[src/hdl/mfred_pkg.sv]
`timescale 1ns / 1ps

package mfred_pkg;

  localparam logic [7:0] HEAD_BYTE  = 8'h5A;
  localparam logic [7:0] TAIL_BYTE  = 8'h5B;
  localparam logic [7:0] MIN_LENGTH = 8'd6;

  localparam logic [7:0] CMD_PIR_RESULT  = 8'h08;
  localparam logic [7:0] CMD_VERSION     = 8'h00;
  localparam logic [7:0] CMD_CHECK_REPLY = 8'h42;
  localparam logic [7:0] CMD_STATUS      = 8'hC8;
  localparam logic [7:0] CMD_SHUTDOWN    = 8'hCA;

  localparam int BIT_POWER    = 0;
  localparam int BIT_HOME     = 1;
  localparam int BIT_DOORBELL = 2;
  localparam int BIT_PIR      = 3;
  localparam int BIT_WIFI     = 4;

  localparam int EV_PIR_RESULT = 0;
  localparam int EV_VERSION    = 1;
  localparam int EV_ACK        = 2;
  localparam int EV_POWER_KEY  = 3;
  localparam int EV_HOME_KEY   = 4;
  localparam int EV_DOORBELL   = 5;
  localparam int EV_PIR        = 6;
  localparam int EV_WIFI_WAKE  = 7;
  localparam int EV_POWEROFF   = 8;
  localparam int NUM_EVENTS    = 9;

  localparam logic       REQ_TICK      = 1'b1;
  localparam logic [7:0] HOLDOFF_RESET = 8'd3;
  localparam logic       REG_HOLDOFF   = 1'b0;

  typedef struct packed {
    logic       req_type;
    logic [7:0] rx_byte;
  } in_item_t;

  typedef struct packed {
    logic [3:0] event_code;
    logic [7:0] value_a;
    logic [7:0] value_b;
    logic       last;
  } out_item_t;

  typedef struct packed {
    logic                  load;
    logic [NUM_EVENTS-1:0] mask;
    logic [7:0]            value_a;
    logic [7:0]            value_b;
  } dec_t;

endpackage

[src/hdl/mfred_parser.sv]
`timescale 1ns / 1ps

module mfred_parser import mfred_pkg::*; (
  input  logic       clk,
  input  logic       rst_n,
  input  logic       acc,
  input  in_item_t   item,
  input  logic [7:0] holdoff_cfg,
  output dec_t       dec,
  output logic       at_tail
);

  localparam logic [2:0] PH_HUNT   = 3'd0;
  localparam logic [2:0] PH_LENGTH = 3'd1;
  localparam logic [2:0] PH_BODY   = 3'd2;
  localparam logic [2:0] PH_CHECK  = 3'd3;
  localparam logic [2:0] PH_TAIL   = 3'd4;

  logic [2:0] phase_r, phase_nxt;
  logic [7:0] len_r, len_nxt;
  logic [7:0] pos_r, pos_nxt;
  logic [7:0] sum_r, sum_nxt;
  logic [7:0] cmd_r, cmd_nxt;
  logic [7:0] d1_r, d1_nxt;
  logic [7:0] d2_r, d2_nxt;
  logic [7:0] hold_r, hold_nxt;
  logic [7:0] b;
  logic [7:0] pos_inc;
  logic       good_end;
  logic [NUM_EVENTS-1:0] mask;

  assign b       = item.rx_byte;
  assign pos_inc = pos_r + 8'd1;
  assign at_tail = (phase_r == PH_TAIL);

  always_comb begin
    phase_nxt = phase_r;
    len_nxt   = len_r;
    pos_nxt   = pos_r;
    sum_nxt   = sum_r;
    cmd_nxt   = cmd_r;
    d1_nxt    = d1_r;
    d2_nxt    = d2_r;
    good_end  = 1'b0;
    if (item.req_type != REQ_TICK) begin
      if (phase_r == PH_HUNT) begin
        if (b == HEAD_BYTE) begin
          phase_nxt = PH_LENGTH;
          pos_nxt   = 8'd1;
          sum_nxt   = 8'd0;
          cmd_nxt   = 8'd0;
          d1_nxt    = 8'd0;
          d2_nxt    = 8'd0;
        end
      end else begin
        if (pos_r == 8'd4) d1_nxt = b;
        if (pos_r == 8'd5) d2_nxt = b;
        unique case (phase_r)
          PH_LENGTH: begin
            if (b < MIN_LENGTH) begin
              phase_nxt = PH_HUNT;
              pos_nxt   = 8'd0;
            end else begin
              len_nxt   = b;
              sum_nxt   = b;
              phase_nxt = PH_BODY;
              pos_nxt   = 8'd2;
            end
          end
          PH_BODY: begin
            sum_nxt = sum_r + b;
            if (pos_r == 8'd3) cmd_nxt = b;
            pos_nxt = pos_inc;
            if (pos_inc == len_r - 8'd2) phase_nxt = PH_CHECK;
          end
          PH_CHECK: begin
            if (b != sum_r) begin
              phase_nxt = PH_HUNT;
              pos_nxt   = 8'd0;
            end else begin
              phase_nxt = PH_TAIL;
              pos_nxt   = pos_inc;
            end
          end
          PH_TAIL: begin
            phase_nxt = PH_HUNT;
            pos_nxt   = 8'd0;
            good_end  = (b == TAIL_BYTE);
          end
          default: begin
            phase_nxt = PH_HUNT;
            pos_nxt   = 8'd0;
          end
        endcase
      end
    end
  end

  always_comb begin
    mask     = '0;
    hold_nxt = hold_r;
    if (item.req_type == REQ_TICK) begin
      if (hold_r != 8'd0) hold_nxt = hold_r - 8'd1;
    end else if (good_end) begin
      unique case (cmd_r)
        CMD_PIR_RESULT: mask[EV_PIR_RESULT] = 1'b1;
        CMD_VERSION:    mask[EV_VERSION]    = 1'b1;
        CMD_CHECK_REPLY, CMD_STATUS: begin
          mask[EV_ACK]       = 1'b1;
          mask[EV_POWER_KEY] = d1_nxt[BIT_POWER];
          mask[EV_HOME_KEY]  = d1_nxt[BIT_HOME];
          if (d1_nxt[BIT_DOORBELL] && hold_r == 8'd0) begin
            mask[EV_DOORBELL] = 1'b1;
            hold_nxt          = holdoff_cfg;
          end
          mask[EV_PIR]       = d1_nxt[BIT_PIR];
          mask[EV_WIFI_WAKE] = d1_nxt[BIT_WIFI];
        end
        CMD_SHUTDOWN:   mask[EV_POWEROFF]   = 1'b1;
        default:        mask = '0;
      endcase
    end
  end

  assign dec.load    = acc && (mask != '0);
  assign dec.mask    = mask;
  assign dec.value_a = d1_nxt;
  assign dec.value_b = d2_nxt;

  always_ff @(posedge clk) begin
    if (!rst_n) begin
      phase_r <= PH_HUNT;
      pos_r   <= 8'd0;
      hold_r  <= 8'd0;
    end else if (acc) begin
      phase_r <= phase_nxt;
      pos_r   <= pos_nxt;
      hold_r  <= hold_nxt;
    end
  end

  always_ff @(posedge clk) begin
    if (acc) begin
      len_r <= len_nxt;
      sum_r <= sum_nxt;
      cmd_r <= cmd_nxt;
      d1_r  <= d1_nxt;
      d2_r  <= d2_nxt;
    end
  end

endmodule

[src/hdl/mfred_emitter.sv]
`timescale 1ns / 1ps

module mfred_emitter import mfred_pkg::*; (
  input  logic      clk,
  input  logic      rst_n,
  input  dec_t      dec,
  output logic      pending,
  output logic      out_valid,
  input  logic      out_stall,
  output out_item_t out_data
);

  logic [NUM_EVENTS-1:0] mask_r, mask_nxt;
  logic [NUM_EVENTS-1:0] low_bit;
  logic [NUM_EVENTS-1:0] rest;
  logic [7:0]            va_r, vb_r;
  logic                  ov_r, ov_nxt;
  out_item_t             out_r;
  logic [3:0]            code;
  logic                  pop;

  assign low_bit = mask_r & (~mask_r + 1'b1);
  assign rest    = mask_r & ~low_bit;
  assign pending = (mask_r != '0);
  assign pop     = pending && (!ov_r || !out_stall);

  always_comb begin
    code = '0;
    for (int i = NUM_EVENTS - 1; i >= 0; i--) begin
      if (mask_r[i]) code = 4'(i);
    end
  end

  always_comb begin
    mask_nxt = mask_r;
    ov_nxt   = ov_r;
    if (pop) begin
      mask_nxt = rest;
      ov_nxt   = 1'b1;
    end else if (!out_stall) begin
      ov_nxt = 1'b0;
    end
    if (dec.load) mask_nxt = dec.mask;
  end

  always_ff @(posedge clk) begin
    if (!rst_n) begin
      mask_r <= '0;
      ov_r   <= 1'b0;
    end else begin
      mask_r <= mask_nxt;
      ov_r   <= ov_nxt;
    end
  end

  always_ff @(posedge clk) begin
    if (dec.load) begin
      va_r <= dec.value_a;
      vb_r <= dec.value_b;
    end
    if (pop) begin
      out_r.event_code <= code;
      out_r.value_a    <= va_r;
      out_r.value_b    <= vb_r;
      out_r.last       <= (rest == '0);
    end
  end

  assign out_valid = ov_r;
  assign out_data  = out_r;

endmodule

[src/hdl/mcu_frame_receiver_event_decoder_core.sv]
`timescale 1ns / 1ps

// Channel  Direction  Payload     Handshake
// in_      input      in_item_t   in_valid / in_stall
// out_     output     out_item_t  out_valid / out_stall
// cfg_     input      APB write   cfg_psel, cfg_penable, cfg_pwrite, cfg_pready
//
// One input transaction is taken per cycle while in_stall is low; the parser updates
// in the cycle it is taken. A good frame end queues up to six events, which leave one
// per cycle while out_stall is low, through the event queue and then the output register.
// in_stall rises only while the parser waits for a tail byte and the previous frame's
// events are still queued; output stalls hold the output register.
// Reset is synchronous and clears the parser phase, hold-off counter and event queue.

module mcu_frame_receiver_event_decoder_core import mfred_pkg::*; (
  input  logic        clk,
  input  logic        rst_n,
  input  logic        in_valid,
  output logic        in_stall,
  input  in_item_t    in_data,
  output logic        out_valid,
  input  logic        out_stall,
  output out_item_t   out_data,
  input  logic        cfg_psel,
  input  logic        cfg_penable,
  input  logic        cfg_pwrite,
  input  logic [2:0]  cfg_paddr,
  input  logic [31:0] cfg_pwdata,
  output logic [31:0] cfg_prdata,
  output logic        cfg_pready
);

  logic [7:0] holdoff_r;
  logic       acc;
  logic       at_tail;
  logic       pending;
  dec_t       dec;

  assign cfg_pready = 1'b1;
  assign cfg_prdata = (cfg_paddr[2] == REG_HOLDOFF) ? {24'd0, holdoff_r} : 32'd0;

  always_ff @(posedge clk) begin
    if (!rst_n) begin
      holdoff_r <= HOLDOFF_RESET;
    end else if (cfg_psel && cfg_penable && cfg_pwrite && cfg_pready &&
                 cfg_paddr[2] == REG_HOLDOFF) begin
      holdoff_r <= cfg_pwdata[7:0];
    end
  end

  assign in_stall = at_tail && pending;
  assign acc      = in_valid && !in_stall;

  mfred_parser u_parser (
    .clk         (clk),
    .rst_n       (rst_n),
    .acc         (acc),
    .item        (in_data),
    .holdoff_cfg (holdoff_r),
    .dec         (dec),
    .at_tail     (at_tail)
  );

  mfred_emitter u_emitter (
    .clk       (clk),
    .rst_n     (rst_n),
    .dec       (dec),
    .pending   (pending),
    .out_valid (out_valid),
    .out_stall (out_stall),
    .out_data  (out_data)
  );

endmodule

[config.mk]
export PLATFORM = sky130hd
export DESIGN_NAME = mcu_frame_receiver_event_decoder_core
export DESIGN_NICKNAME = d
export VERILOG_FILES = /design/src/hdl/mfred_pkg.sv /design/src/hdl/mfred_parser.sv /design/src/hdl/mfred_emitter.sv /design/src/hdl/mcu_frame_receiver_event_decoder_core.sv
export SDC_FILE = /design/constraint.sdc
export NUM_CORES = 1
export LEC_CHECK = 0
export ABC_AREA = 1
export BUFFER_PORTS_ARGS = -buffer_cell sky130_fd_sc_hd__buf_2
export CORE_ASPECT_RATIO = 2
export CORE_UTILIZATION = 51
export CTS_CLUSTER_DIAMETER = 120
export CTS_CLUSTER_SIZE = 14
export DETAILED_ROUTE_END_ITERATION = 6
export GPL_ROUTABILITY_DRIVEN = 0
export PLACE_DENSITY = 0.87
export SYNTH_ARGS = -nofsm -noshare
export SYNTH_HDL_FRONTEND = slang
export SYNTH_HIERARCHICAL = 1
export SYNTH_SLANG_ARGS = --single-unit
[constraint.sdc]
create_clock -name clk -period 3.8 [get_ports clk]
set_clock_uncertainty 0.1 [all_clocks]
set_input_delay 0.57 -clock clk [delete_from_list [all_inputs] [get_ports clk]]
set_output_delay 0.57 -clock clk [all_outputs]
set_load 0.02 [all_outputs]
==> metrics.md <==
| Metric | Value |
|---|---|
| TritonCTS Sinks | `about 110` |
| Post-CTS setup buffer count | `0` |
| Run status | `finished, violations left` |
| Grt total ovfl | `0` |
| Slew headroom | `0.475` |
| # resized after CTS | `0` |
| WHS | `around 280 ps` |
| Pre-antenna DRT Iters | `7` |
| Setup TNS | `0 ps` |
| RSZ-0062 raised after global routing | `false` |
| Post-route minimum period | `~2800 ps` |
| Combinational share of power | `0.087` |
| Post-Route WL | `14300 um` |
| Synthesis Warnings | `6` |
| N_diodes | `0` |
| Worst Hold Class | `in -> reg` |
| Final period utilization | `0.732` |
| Sw Ratio | `0.252` |
| Synth Instances | `between 700 and 800` |
| Clk pin slew, worst setup/hold paths | `~60 ps` |
| Clock root cell | `clkbuf_16` |
| DRT iter0 DRCs | `between 300 and 400` |
| Hold Buf Count CTS | `0` |
| Syn-to-layout area delta | `13.4%` |
| Leading area contributor after synthesis | `edfxtp_1` |
| # IOs | `between 100 and 150` |
| Initial antenna violation count | `0` |
| Max-cap violation count | `0` |
| CTS tree | `built` |
| Mean Syn Cell Area | `8.44 um2` |
| Vias in the first global route | `around 5000` |
| Int Power | `between 2000 and 2500 uW` |
| Area contributors post-synth | `edfxtp_1 (36%), dfxtp_1 (12%), nand2_1 (9.6%)` |
| Post-synth top flop | `edfxtp_1` |
| Max clock buf depth | `2` |
| Most common cell in the netlist | `nand2_1` |
| Commonest cells in the netlist | `nand2_1 (162), inv_1 (85), nor2_1 (79)` |
| Critical Path RT | `around 3700 ps` |
| Max H-tree Level | `4` |
| Die W | `about 80 um` |
| Fin. max-slew vios | `0` |
| Sequential power share | `0.426` |
| Hold Fails Final Rpt | `0` |
| Final setup fails | `0` |
| Post-DRT Antenna Nets | `0` |
| F_max | `approximately 0.36 GHz` |
| Vias | `~5300` |
| Placed cell count | `940` |
| Hpwl dp | `10100 um` |
| Clock Latency Late Sink | `420 ps` |
| Critical path class | `reg -> reg` |
| #FFs+latches synth | `114` |
| Pwr dens | `roughly 440 nW/um2` |
| Std-Cell Rows | `57` |
| Final #Nets | `just under 900` |
| Initial core utilization | `0.525` |
| Synth unique cells | `49` |
| Clk pwr share | `0.487` |
| Lkg Pwr | `roughly 0.0032 uW` |
| Register area share after synthesis | `0.479` |
| Pin count of the biggest net entering global routing | `32` |
| DRC viols | `4` |
| First-pass GRT wire length | `approximately 23000 um` |
| Layout Cells excl Fill | `roughly 970` |
| Top cell type's share of synthesized area | `0.363` |
| Area of the core | `about 12000 um2` |
| Overall Global Routing Usage | `0.236` |
| Die ar. | `~13000 um2` |
| Crit. End Element | `flop` |
| Die H | `about 160 um` |
| CP Launch Type | `flop` |
| Switching power | `811 uW` |
| Port Buf Inserts | `55` |
| CTS buffer count | `17` |
| Peak VDD IR | `about 0.44 mV` |
| Ys async rst share | `0` |
| Arrival time at the worst endpoint | `approximately 2700 ps` |
| Failing checks | `design-rule violations` |
| Crit path max fanout | `10` |
| Mapped cell area | `approximately 6400 um2` |
| Share of cells above drive strength 1 | `0.178` |
| Via/cell ratio | `roughly 5.4` |
| Least-Margin Pin Slew | `788 ps` |
| Number of flops mapped to enable cells by yosys | `77` |
| Post-DR wirelength/cell | `14.7 um` |
-- cell usage in the layout, fill, tap and decap left out, drive strengths merged --
cell type	instances
a21oi	44
a22oi	2
a31oi	3
and3	2
buf	59
bufinv	2
clkbuf	17
clkinv	8
clkinvlp	2
conb	25
dfxtp	37
edfxtp	77
fa	1
ha	13
inv	101
mux2i	2
nand2	177
nand3	54
nand3b	5
nand4	9
nor2	98
nor3	9
nor4	3
o2111ai	2
o211ai	2
o21ai	46
o21bai	1
o22ai	4
o31ai	7
or2	2
xnor2	3
xor2	8
-- area by class of cell --
cell class	count	area [um2]
Timing Repair Buffer	59	305
Tap cell	147	184
Clock buffer	17	425
Clock inverter	15	158
Fill cell	1011	4900
Multi-Input combinational cell	522	2730
Inverter	98	372
Sequential cell	114	3050
-- per-layer routing --
layer / GRT usage / share of wire / vias to the layer above
met5: 0 / 0 / -
met4: 0.143 / 0.049 / 0
met3: 0.0486 / 0.051 / 64
met2: 0.432 / 0.56 / 230
met1: 0.232 / 0.34 / 2429
li1: - / - / 2564
-- final timing paths --
check                                                       from                         endpoint  slack (ps)  depth (start not counted)
worst max-delay path            u_emitter/mask_r[4]$_SDFFE_PN0P_  u_parser/cmd_r[7]$_SDFFCE_PP0P_        1020                         11
worst min-delay path                               cfg_pwdata[0]        holdoff_r[0]$_SDFFE_PN1P_         280                          3
worst max register to register  u_emitter/mask_r[4]$_SDFFE_PN0P_  u_parser/cmd_r[7]$_SDFFCE_PP0P_        1020                         11
worst min register to register       u_emitter/vb_r[0]$_DFFE_PP_  u_emitter/out_data[1]$_DFFE_PP_         310                          0
-- sequential cells by signal (all words and copies together) (netlist names) --
name                 flops
u_emitter/out_data      21
u_emitter/mask_r         9
holdoff_r                8
u_emitter/va_r           8
u_emitter/vb_r           8
u_parser/cmd_r           8
u_parser/d1_r            8
u_parser/d2_r            8
u_parser/hold_r          8
u_parser/len_r           8
u_parser/pos_r           8
u_parser/sum_r           8
u_parser/phase_r         3
u_emitter/out_valid      1
-- per-stage QoR --
stage	util	cell area (um2)	power (uW)	setup slack, ps
floorplan	-	6450	1620	7.03
global placement	0.548	6640	1650	1090
detailed placement	0.548	6640	1660	991
CTS	0.596	7220	3220	1070
global route	0.596	7220	3310	902
finish	0.596	7220	3210	1020
-- critical path, cell delays in order, from the launching register on --
cell,delay [ps]
dfxtp_1,350
nor2_2,170
nand2_1,110
nor2_4,170
nand2_4,100
nand2_1,70
inv_1,80
nor2_2,130
inv_1,140
nor2_8,200
inv_2,130
a21oi_1,640
-- power by group through the flow --
stage	Sequential (uW)	Clock (uW)	Combinational, uW
after floorplan	1380	0	232
after global placement	1390	0	257
after detailed placement	1390	0	266
after CTS	1370	1580	275
after global routing	1370	1630	308
final	1370	1560	280
-- cells by family after synthesis --
kind of cell    after synthesis  synth area share
simple gates                359             0.267
buf+inv                     141             0.107
flops                       114             0.479
compound gates              111            0.0988
fa+ha+maj                    14            0.0287
xor+xnor                     11            0.0151
other cells                   2           0.00118
mux                           2           0.00314
No activity file was read; power rests on OpenSTA's default activity.
